File: src/rtl/core/ctcm_pkg.sv
// Shared constants and types for the cost to color map pipeline.
package ctcm_pkg;

    localparam int COST_W  = 32;
    localparam int DIFF_W  = COST_W + 1;
    localparam int QUOT_W  = 16;
    localparam int CHAN_W  = 17;
    localparam int CFG_W   = COST_W;
    localparam int CIDX_W  = 2;

    localparam logic [CHAN_W-1:0] ONE_Q16 = CHAN_W'(65536);

    localparam logic [CIDX_W-1:0] CFG_MIN_COST   = 2'd0;
    localparam logic [CIDX_W-1:0] CFG_MAX_COST   = 2'd1;
    localparam logic [CIDX_W-1:0] CFG_COLOR_MODE = 2'd2;

    localparam logic MODE_RAINBOW   = 1'b0;
    localparam logic MODE_RED_GREEN = 1'b1;

    typedef struct packed {
        logic [DIFF_W-1:0] rem;
        logic [DIFF_W-1:0] divisor;
        logic [QUOT_W-1:0] quot;
        logic              mode;
        logic              sat_lo;
        logic              sat_hi;
        logic              err;
    } div_word_t;

endpackage

File: src/rtl/core/ctcm_front.sv
// Entry stage: range check, saturation flags and dividend setup.
module ctcm_front (
    input  logic                                aclk,
    input  logic                                aresetn,
    input  logic                                s_valid,
    output logic                                s_ready,
    input  logic signed [ctcm_pkg::COST_W-1:0]  s_cost_value,
    input  logic signed [ctcm_pkg::COST_W-1:0]  min_cost,
    input  logic signed [ctcm_pkg::COST_W-1:0]  max_cost,
    input  logic                                color_mode,
    output logic                                o_valid,
    input  logic                                o_ready,
    output ctcm_pkg::div_word_t                 o_word
);

    logic                                valid_reg;
    ctcm_pkg::div_word_t                 word_reg;
    ctcm_pkg::div_word_t                 word_next;
    logic signed [ctcm_pkg::DIFF_W-1:0]  lo_ext;
    logic signed [ctcm_pkg::DIFF_W-1:0]  hi_ext;
    logic signed [ctcm_pkg::DIFF_W-1:0]  cost_ext;

    assign lo_ext   = {min_cost[ctcm_pkg::COST_W-1], min_cost};
    assign hi_ext   = {max_cost[ctcm_pkg::COST_W-1], max_cost};
    assign cost_ext = {s_cost_value[ctcm_pkg::COST_W-1], s_cost_value};

    always_comb begin
        word_next.rem     = ctcm_pkg::DIFF_W'(cost_ext - lo_ext);
        word_next.divisor = ctcm_pkg::DIFF_W'(hi_ext - lo_ext);
        word_next.quot    = '0;
        word_next.mode    = color_mode;
        word_next.sat_lo  = (cost_ext <= lo_ext);
        word_next.sat_hi  = (cost_ext >= hi_ext);
        word_next.err     = (hi_ext <= lo_ext);
    end

    assign s_ready = !valid_reg || o_ready;

    always_ff @(posedge aclk) begin
        if (!aresetn) begin
            valid_reg <= 1'b0;
        end else if (s_ready) begin
            valid_reg <= s_valid;
        end
    end

    always_ff @(posedge aclk) begin
        if (s_ready && s_valid) begin
            word_reg <= word_next;
        end
    end

    assign o_valid = valid_reg;
    assign o_word  = word_reg;

endmodule

File: src/rtl/core/ctcm_div_cell.sv
// One restoring division cell: produces one quotient bit per stage.
module ctcm_div_cell (
    input  logic                 aclk,
    input  logic                 aresetn,
    input  logic                 i_valid,
    output logic                 i_ready,
    input  ctcm_pkg::div_word_t  i_word,
    output logic                 o_valid,
    input  logic                 o_ready,
    output ctcm_pkg::div_word_t  o_word
);

    logic                          valid_reg;
    ctcm_pkg::div_word_t           word_reg;
    ctcm_pkg::div_word_t           word_next;
    logic [ctcm_pkg::DIFF_W:0]     shifted;
    logic [ctcm_pkg::DIFF_W:0]     trial;
    logic                          fits;

    assign shifted = {i_word.rem, 1'b0};
    assign trial   = shifted - {1'b0, i_word.divisor};
    assign fits    = (shifted >= {1'b0, i_word.divisor});

    always_comb begin
        word_next      = i_word;
        word_next.rem  = fits ? trial[ctcm_pkg::DIFF_W-1:0] : shifted[ctcm_pkg::DIFF_W-1:0];
        word_next.quot = {i_word.quot[ctcm_pkg::QUOT_W-2:0], fits};
    end

    assign i_ready = !valid_reg || o_ready;

    always_ff @(posedge aclk) begin
        if (!aresetn) begin
            valid_reg <= 1'b0;
        end else if (i_ready) begin
            valid_reg <= i_valid;
        end
    end

    always_ff @(posedge aclk) begin
        if (i_ready && i_valid) begin
            word_reg <= word_next;
        end
    end

    assign o_valid = valid_reg;
    assign o_word  = word_reg;

endmodule

File: src/rtl/core/ctcm_color.sv
// Output stage: clamps the quotient and maps it to an RGB word.
module ctcm_color (
    input  logic                               aclk,
    input  logic                               aresetn,
    input  logic                               i_valid,
    output logic                               i_ready,
    input  ctcm_pkg::div_word_t                i_word,
    output logic                               m_valid,
    input  logic                               m_ready,
    output logic [ctcm_pkg::CHAN_W-1:0]        m_red,
    output logic [ctcm_pkg::CHAN_W-1:0]        m_green,
    output logic [ctcm_pkg::CHAN_W-1:0]        m_blue,
    output logic                               m_range_error
);

    localparam int H_W = ctcm_pkg::CHAN_W + 2;

    logic                         valid_reg;
    logic [ctcm_pkg::CHAN_W-1:0]  red_reg, green_reg, blue_reg;
    logic [ctcm_pkg::CHAN_W-1:0]  red_next, green_next, blue_next;
    logic                         err_reg;
    logic [ctcm_pkg::CHAN_W-1:0]  v;
    logic [H_W-1:0]               h;
    logic [2:0]                   seg;
    logic [ctcm_pkg::CHAN_W-1:0]  frac;
    logic [ctcm_pkg::CHAN_W-1:0]  n;
    logic [ctcm_pkg::CHAN_W:0]    rr;
    logic [ctcm_pkg::CHAN_W:0]    gg;

    always_comb begin
        if (i_word.sat_lo) begin
            v = '0;
        end else if (i_word.sat_hi) begin
            v = ctcm_pkg::ONE_Q16;
        end else begin
            v = {1'b0, i_word.quot};
        end
    end

    assign h    = {v, 2'b00} + H_W'(v) + H_W'(ctcm_pkg::ONE_Q16);
    assign seg  = h[H_W-1:16];
    assign frac = seg[0] ? {1'b0, h[15:0]} : ctcm_pkg::ONE_Q16 - {1'b0, h[15:0]};
    assign n    = ctcm_pkg::ONE_Q16 - frac;
    assign rr   = {v, 1'b0};
    assign gg   = {ctcm_pkg::ONE_Q16 - v, 1'b0};

    always_comb begin
        red_next   = '0;
        green_next = '0;
        blue_next  = '0;
        if (i_word.err) begin
            red_next   = '0;
        end else if (i_word.mode == ctcm_pkg::MODE_RED_GREEN) begin
            red_next   = (rr > {1'b0, ctcm_pkg::ONE_Q16}) ? ctcm_pkg::ONE_Q16
                                                          : rr[ctcm_pkg::CHAN_W-1:0];
            green_next = (gg > {1'b0, ctcm_pkg::ONE_Q16}) ? ctcm_pkg::ONE_Q16
                                                          : gg[ctcm_pkg::CHAN_W-1:0];
        end else if (seg <= 3'd1) begin
            red_next   = n;
            blue_next  = ctcm_pkg::ONE_Q16;
        end else if (seg == 3'd2) begin
            green_next = n;
            blue_next  = ctcm_pkg::ONE_Q16;
        end else if (seg == 3'd3) begin
            green_next = ctcm_pkg::ONE_Q16;
            blue_next  = n;
        end else if (seg == 3'd4) begin
            red_next   = n;
            green_next = ctcm_pkg::ONE_Q16;
        end else begin
            red_next   = ctcm_pkg::ONE_Q16;
            green_next = n;
        end
    end

    assign i_ready = !valid_reg || m_ready;

    always_ff @(posedge aclk) begin
        if (!aresetn) begin
            valid_reg <= 1'b0;
        end else if (i_ready) begin
            valid_reg <= i_valid;
        end
    end

    always_ff @(posedge aclk) begin
        if (i_ready && i_valid) begin
            red_reg   <= red_next;
            green_reg <= green_next;
            blue_reg  <= blue_next;
            err_reg   <= i_word.err;
        end
    end

    assign m_valid       = valid_reg;
    assign m_red         = red_reg;
    assign m_green       = green_reg;
    assign m_blue        = blue_reg;
    assign m_range_error = err_reg;

    // empty range gives black
    assert property (@(posedge aclk) disable iff (!aresetn)
        m_valid && m_range_error |-> (m_red == '0) && (m_green == '0) && (m_blue == '0))
        else $error("range error with nonzero color");

    // every valid color has one channel at full scale
    assert property (@(posedge aclk) disable iff (!aresetn)
        m_valid && !m_range_error |->
            (m_red == ctcm_pkg::ONE_Q16) || (m_green == ctcm_pkg::ONE_Q16) ||
            (m_blue == ctcm_pkg::ONE_Q16))
        else $error("no full-scale channel");

    // channels never exceed 1.0
    assert property (@(posedge aclk) disable iff (!aresetn)
        m_valid |-> (m_red <= ctcm_pkg::ONE_Q16) && (m_green <= ctcm_pkg::ONE_Q16) &&
                    (m_blue <= ctcm_pkg::ONE_Q16))
        else $error("channel above full scale");

endmodule

File: src/rtl/core/cost_to_color_map_top.sv
// Top level of the cost to color map: config registers and the pipeline.
//
// Usage: each word on the s_ channel carries one signed Q16.16 cost. Each
// accepted word yields exactly one word on the m_ channel: red, green and
// blue in Q1.16 (65536 is full scale) plus range_error, in input order.
// Both channels use valid/ready; a word moves when both are high.
// The word is registered in one entry stage, then in 16 divider cells (one
// quotient bit each, a compare and subtract per cell), then in one color
// stage. Throughput is one word per cycle while m_ready stays high.
// Every stage holds its own valid bit, so bubbles close up; when m_ready is
// low the pipeline keeps accepting until all 18 stages are full, then
// s_ready drops and data holds in place.
// Registers min_cost, max_cost and color_mode are written through cfg_we,
// cfg_index and cfg_data; the user must write them only while no word is in
// flight, as the block does not enforce this. Reset (aresetn low, synchronous)
// empties the pipeline and loads min_cost 0, max_cost 1.0 and rainbow mode.
module cost_to_color_map_top (
    input  logic                                aclk,
    input  logic                                aresetn,
    input  logic                                s_valid,
    output logic                                s_ready,
    input  logic signed [ctcm_pkg::COST_W-1:0]  s_cost_value,
    output logic                                m_valid,
    input  logic                                m_ready,
    output logic [ctcm_pkg::CHAN_W-1:0]         m_red,
    output logic [ctcm_pkg::CHAN_W-1:0]         m_green,
    output logic [ctcm_pkg::CHAN_W-1:0]         m_blue,
    output logic                                m_range_error,
    input  logic                                cfg_we,
    input  logic [ctcm_pkg::CIDX_W-1:0]         cfg_index,
    input  logic [ctcm_pkg::CFG_W-1:0]          cfg_data
);

    logic signed [ctcm_pkg::COST_W-1:0]  min_cost_reg;
    logic signed [ctcm_pkg::COST_W-1:0]  max_cost_reg;
    logic                                color_mode_reg;

    logic                 stg_valid [0:ctcm_pkg::QUOT_W];
    logic                 stg_ready [0:ctcm_pkg::QUOT_W];
    ctcm_pkg::div_word_t  stg_word  [0:ctcm_pkg::QUOT_W];

    always_ff @(posedge aclk) begin
        if (!aresetn) begin
            min_cost_reg   <= '0;
            max_cost_reg   <= ctcm_pkg::COST_W'(65536);
            color_mode_reg <= ctcm_pkg::MODE_RAINBOW;
        end else if (cfg_we) begin
            unique case (cfg_index)
                ctcm_pkg::CFG_MIN_COST:   min_cost_reg   <= cfg_data[ctcm_pkg::COST_W-1:0];
                ctcm_pkg::CFG_MAX_COST:   max_cost_reg   <= cfg_data[ctcm_pkg::COST_W-1:0];
                ctcm_pkg::CFG_COLOR_MODE: color_mode_reg <= cfg_data[0];
                default: ;
            endcase
        end
    end

    ctcm_front u_front (
        .aclk         (aclk),
        .aresetn      (aresetn),
        .s_valid      (s_valid),
        .s_ready      (s_ready),
        .s_cost_value (s_cost_value),
        .min_cost     (min_cost_reg),
        .max_cost     (max_cost_reg),
        .color_mode   (color_mode_reg),
        .o_valid      (stg_valid[0]),
        .o_ready      (stg_ready[0]),
        .o_word       (stg_word[0])
    );

    for (genvar k = 0; k < ctcm_pkg::QUOT_W; k++) begin : g_div
        ctcm_div_cell u_cell (
            .aclk    (aclk),
            .aresetn (aresetn),
            .i_valid (stg_valid[k]),
            .i_ready (stg_ready[k]),
            .i_word  (stg_word[k]),
            .o_valid (stg_valid[k+1]),
            .o_ready (stg_ready[k+1]),
            .o_word  (stg_word[k+1])
        );
    end

    ctcm_color u_color (
        .aclk          (aclk),
        .aresetn       (aresetn),
        .i_valid       (stg_valid[ctcm_pkg::QUOT_W]),
        .i_ready       (stg_ready[ctcm_pkg::QUOT_W]),
        .i_word        (stg_word[ctcm_pkg::QUOT_W]),
        .m_valid       (m_valid),
        .m_ready       (m_ready),
        .m_red         (m_red),
        .m_green       (m_green),
        .m_blue        (m_blue),
        .m_range_error (m_range_error)
    );

endmodule

File: config.mk
export PLATFORM = sky130hd
export DESIGN_NAME = cost_to_color_map_top
export DESIGN_NICKNAME = d
export VERILOG_FILES = /design/src/rtl/core/ctcm_pkg.sv /design/src/rtl/core/ctcm_front.sv /design/src/rtl/core/ctcm_div_cell.sv /design/src/rtl/core/ctcm_color.sv /design/src/rtl/core/cost_to_color_map_top.sv
export SDC_FILE = /design/constraint.sdc
export NUM_CORES = 2
export LEC_CHECK = 0
export ABC_AREA = 1
export BUFFER_PORTS_ARGS = -buffer_cell sky130_fd_sc_hd__buf_2
export CAP_MARGIN = 20
export CORE_ASPECT_RATIO = 1.4
export CORE_MARGIN = 2
export CORE_UTILIZATION = 45
export CTS_CLUSTER_SIZE = 16
export DETAILED_ROUTE_END_ITERATION = 7
export GPL_TIMING_DRIVEN = 0
export PLACE_DENSITY = 0.57
export SLEW_MARGIN = 30
export SYNTH_ARGS = -nofsm -noshare
export SYNTH_HDL_FRONTEND = slang
export SYNTH_SLANG_ARGS = --single-unit
File: constraint.sdc
create_clock -name aclk -period 13.1 [get_ports aclk]
set_input_delay 2.62 -clock aclk [delete_from_list [all_inputs] [get_ports aclk]]
set_output_delay 2.62 -clock aclk [all_outputs]
set_load 0.05 [all_outputs]
# Yosys cells after proc, flatten, opt, wreduce, memory -nomap -nowiden
# Cells that the tools add are included.
# classes
n_addsub	22
n_eq_ne	5
n_bitwise	1
reduce_logical	60
muxes	33
order_cmp	22
# op_table
cell	n
34-bit by 33-bit greater-or-equal comparator with 1-bit output	16
33-bit two-way mux	15
33-bit subtractor	15
17-bit two-way mux	18
32-bit by 32-bit subtractor with 33-bit output	2
32-bit less-or-equal comparator	2
18-bit by 17-bit > comparator with 1-bit output, second input constant	2
17-bit subtractor, first input constant	2
32-bit greater-or-equal comparator	1
19-bit by 17-bit adder with 19-bit output	1
19-bit by 17-bit adder with 19-bit output, second input constant	1
1-bit logical AND	18
1-bit logical NOT	18
1-bit logical OR	18
17-bit by 16-bit subtractor with 17-bit output, first input constant	1
3-bit by 2-bit == test with 1-bit output, second input constant	2
2-bit AND reduction	3
5-bit OR reduction	1
3-bit == test, second input constant	1
3-bit by 1-bit less-or-equal comparator with 1-bit output, second input constant	1
2-bit by 1-bit == test with 1-bit output, second input constant	1
2-bit == test, second input constant	1
2-bit logical NOT	1
2-bit OR reduction	1
1-bit inverter	1
# totals
in_bits	71
word_cells	300
reg_bits	1395

# Logic depth before layout (Yosys ltp)
# depth
ltp_word	20
mapped_depth	29
ltp_nobuf	28

# Cells and area by module
# From an unflattened synthesis, not the netlist that was laid out.
# unflattened
cells_unflattened	15111
area_unflattened_um2	110770.0
# by_module_without_submodules
module	instances	area_each_um2	cells_each
ctcm_div_cell	16	5967.0	808
ctcm_front	1	7541.0	1071
ctcm_color	1	4968.5	693
cost_to_color_map_top	1	2788.9	419

# Least setup slack after synthesis
# OpenSTA, ideal clock, no wires.
# synth_path
path_type	input port to flip-flop
startpoint	input m_ready
endpoint	register g_div[1].u_cell.word_reg (netlist bit g_div[1].u_cell.o_word[0]), enable pin
path_stages	14
setup_ps	526
path_slack_ps	5676
n_path_buf	0
arrival_time_ps	6898
cell_sequence	nor2_4 -> nand4_2 -> nor2_2 -> nand2_2 -> nor2_4 -> nand2_1 -> nor2_2 -> nand2_2 -> nor2_2 -> nand2_1 -> nor2_2 -> nand2_2 -> nor2_4 -> a21oi_1
# synth_between
elab_chain_cells	17
# synth_lines
item	line	source
from (decl)	cost_to_color_map_top.sv:24	input logic m_ready,
1-bit logical OR	ctcm_color.sv:76	assign i_ready = !valid_reg || m_ready;
1-bit logical OR (15 in a row)	ctcm_div_cell.sv:30	assign i_ready = !valid_reg || o_ready;
1-bit logical AND	ctcm_div_cell.sv:41	if (i_ready && i_valid) begin
to (signal assigned)	ctcm_div_cell.sv:42	word_reg <= word_next;
to (decl)	ctcm_div_cell.sv:14	ctcm_pkg::div_word_t word_reg;
# No other way between the ends.
# A chain may end at the register's enable or synchronous reset.

# Worst setup path after layout
# layout_path
startpoint	input m_ready
endpoint	output s_ready
# layout_between
elab_chain_cells	18
# layout_lines
item	line	source
1-bit logical OR	ctcm_color.sv:76	
1-bit logical OR (16 in a row)	ctcm_div_cell.sv:30	
1-bit logical OR	ctcm_front.sv:37	assign s_ready = !valid_reg || o_ready;
to (decl)	cost_to_color_map_top.sv:21	output logic s_ready,
# No other way between the ends.

==> summary.md <==
| Metric | Value |
|---|---|
| # Post-CTS Setup Buffers | 0 |
| EDFF count, synth | 1312 |
| Die width | 366 um |
| Endpoint class of the critical path | output port |
| Initial core utilization | 45.2% |
| Place WS | 5210 ps |
| Fin Hold WS | 401 ps |
| Crit Path Category | in -> out |
| Share of cells above drive strength 1 | 6.68% |
| TritonCTS clock tree | built |
| Syn avg cell area | 9.34 um^2 |
| Max VDD drop | 0.108 mV |
| CP max FO | 5 |
| Final worst path period need | 7910 ps |
| I/O pin count | 125 |
| Outcome | finished clean |
| Critical path cell sequence | buf_2 -> nor2_4 -> nand4_2 -> nor2_2 -> nand2_2 -> nor2_4 -> nand2_1 -> nor2_2 -> nand2_2 -> nor2_2 -> nand2_1 -> nor2_2 -> nand2_2 -> nor2_4 -> nand2_2 -> nor2_4 -> nand2_2 -> buf_2 |
| Worst hold-check path type | reg -> reg |
| Post-route setup TNS | 0 ps |
| Initial DRC Count | 2518 |
| Final HPWL from detailed placement | 239000 um |
| Die H | 511 um |
| Startpoint Class | input pin |
| Fin. max-slew vios | 0 |
| Clock Pin Slew Worst Setup and Hold Paths | 60 ps |
| Skew final | 29.7 ps |
| Final-report setup violation count | 0 |
| Fin. Hold Viols | 0 |
| Commonest non-fill, non-tap cell in the layout | nand2_1 |
| Commonest cells after routing, fill and taps aside | 1770 x nand2_1, 1312 x edfxtp_1, 1263 x inv_1, 757 x a21oi_1, 657 x ha_1 |
| Initial antenna violation count | 10 |
| Highest Clock Rate | 126 MHz |
| Via count | 62700 |
| Via/cell ratio | 5.33 |
| Lkg Pwr | 39.3 nW |
| Sequential fraction of the synthesis area | 49.6% |
| Max-Cap Viols | 0 |
| Nets | 9923 |
| Initial DRT Pass Iterations | 8 |
| Synthesized instance count | 8856 |
| Antenna Nets Post-Route | 0 |
| # clock sinks | 1395 |
| Min setup slack post-route | 5190 ps |
| Mapped Nets | 9602 |
| Pin count of the biggest net entering global routing | 69 |
| Worst path bufs/invs | 2 |
| Final RePlAce weighted congestion | 1.03 |
| Flops & latches, synth | 1395 |
| Area grow syn2layout | 11.8% |
| Residual DRC | 0 |
| CTS HTree Levels | 4 |
| Reg-to-reg startpoint | g_div[0].u_cell.o_word[54] |
| Mapped cell area | 82700 um^2 |
| First-pass GRT wire length | 407000 um |
| Worst Max-Slew Pin Slew | 1240 ps |
| Ys async rst share | 0% |
| Cell variety after synth | 67 |
| Hold buffer count at CTS | 0 |
| HP Start | g_div[11].u_cell.o_word[11] |
| CP most frequent cell | nand2_2 |
| PortBufs | 124 |
| Max-slew headroom | 16.7% |
| Crit path DAT | 5290 ps |
| Tcrit/Tclk final | 60.4% |
| Top_reg_cell synth | edfxtp_1 |
| Yosys warns | 0 |
| CTS Buf Count | 149 |
| Worst path max stage delay | 240 ps |
| Largest delay share family, worst path | simple AND/OR/NAND/NOR gates |
| RSZ-0062 raised after global routing | false |
| Slowest stage cell, crit path | nor2_2 |
| Pwr/cell area | 116 nW/um^2 |
| GRT overflow | 0 |
| Clk buf depth | 3 |
| Core Rows | 186 |
| Die area | 187000 um^2 |
| CP Launch Point | m_ready |
| Final wirelength | 282000 um |
| CTS root buf | clkbuf_16 |
| Vias in the first global route | 68000 |
| Req. time, crit path | 10480 ps |
| Post_cts resized | 0 |
| Core area | 183000 um^2 |
| DR WL/cell | 24.0 um |
| Latest clock arrival within the worst-skew pair | 820 ps |
| Max FFs per register | 1190 |
| Tot GR Track Use | 30.1% |
Yosys cell counts, drive strengths merged (57+ instances only):
master | number | area (um^2)
inv | 1279 | 4800
nand4 | 77 | 500
nor2 | 555 | 2200
a21oi | 773 | 3930
clkbuf | 76 | 289
a21o | 64 | 480
dfxtp | 83 | 1660
nand3 | 415 | 2110
nand2 | 1800 | 6850
ha | 657 | 8220
a21boi | 57 | 428
nor3 | 84 | 430
edfxtp | 1312 | 39400
xnor2 | 239 | 2110
xor2 | 311 | 2720
o21ai | 634 | 3260
buf | 77 | 465
a31oi | 94 | 588
final timing paths:
path | endpoint | depth (start not counted) | slack (ps)
setup / recovery | s_ready | 18 | 5190
hold / removal | g_div[12].u_cell.o_word[12] | 0 | 400
setup reg to reg | g_div[1].u_cell.o_word[84] | 16 | 7490
hold reg to reg | g_div[12].u_cell.o_word[12] | 0 | 400
per-stage QoR:
step | power, W | instances | util, % | cell area (um^2)
detailed placement | 0.00663 | 11500 | 47.8 | 87600
CTS | 0.0108 | 11700 | 50.5 | 92400
finish | 0.0108 | 11800 | 50.5 | 92500
global route | 0.0111 | 11800 | 50.5 | 92500
global placement | 0.00660 | 11400 | 47.2 | 86400
floorplan | 0.00606 | 8856 | - | 82700
metal layers:
| metal | share of wire (%) | global-route usage [%] | vias to the layer above |
|---|---|---|---|
| met5 | 0.024 | 0.128 | - |
| li1 | - | - | 31000 |
| met4 | 16 | 39.1 | 6 |
| met1 | 23 | 17.9 | 29100 |
| met3 | 2.9 | 4.17 | 1100 |
| met2 | 58 | 62.7 | 1534 |
layout make-up:
cell class	count	area (um^2)
clock buffers	199	4090
flip-flops and latches	1395	41100
plain buffers	153	767
well taps	2444	3060
multi-input cells	6024	36300
fillers	17100	90600
diodes	27	67.6
clock inverters	67	693
repair buffers	170	1600
inverters	1284	4840
logic make-up (layout without fill, tap and decap cells):
kind of cell | count (synthesis) | in the layout | share of synthesized area, %
XOR/XNOR | 550 | 550 | 5.85
AND/OR/NAND/NOR | 2999 | 2999 | 15.2
AO/OA/AOI/OAI | 1800 | 1800 | 12.2
flip-flops | 1395 | 1395 | 49.6
adder cells (fa/ha/maj) | 675 | 675 | 10.4
buffers and inverters | 1437 | 1873 | 6.74
other | 0 | 27 | 0
where the power goes:
group	switching [W]	internal, W	leakage [nW]
Sequential	0.0000678	0.00500	12.6
Clock	0.00184	0.00237	2.34
Combinational	0.00103	0.000464	24.3
Total	0.00294	0.00784	39.3
Power figures use the tool's default switching activity.
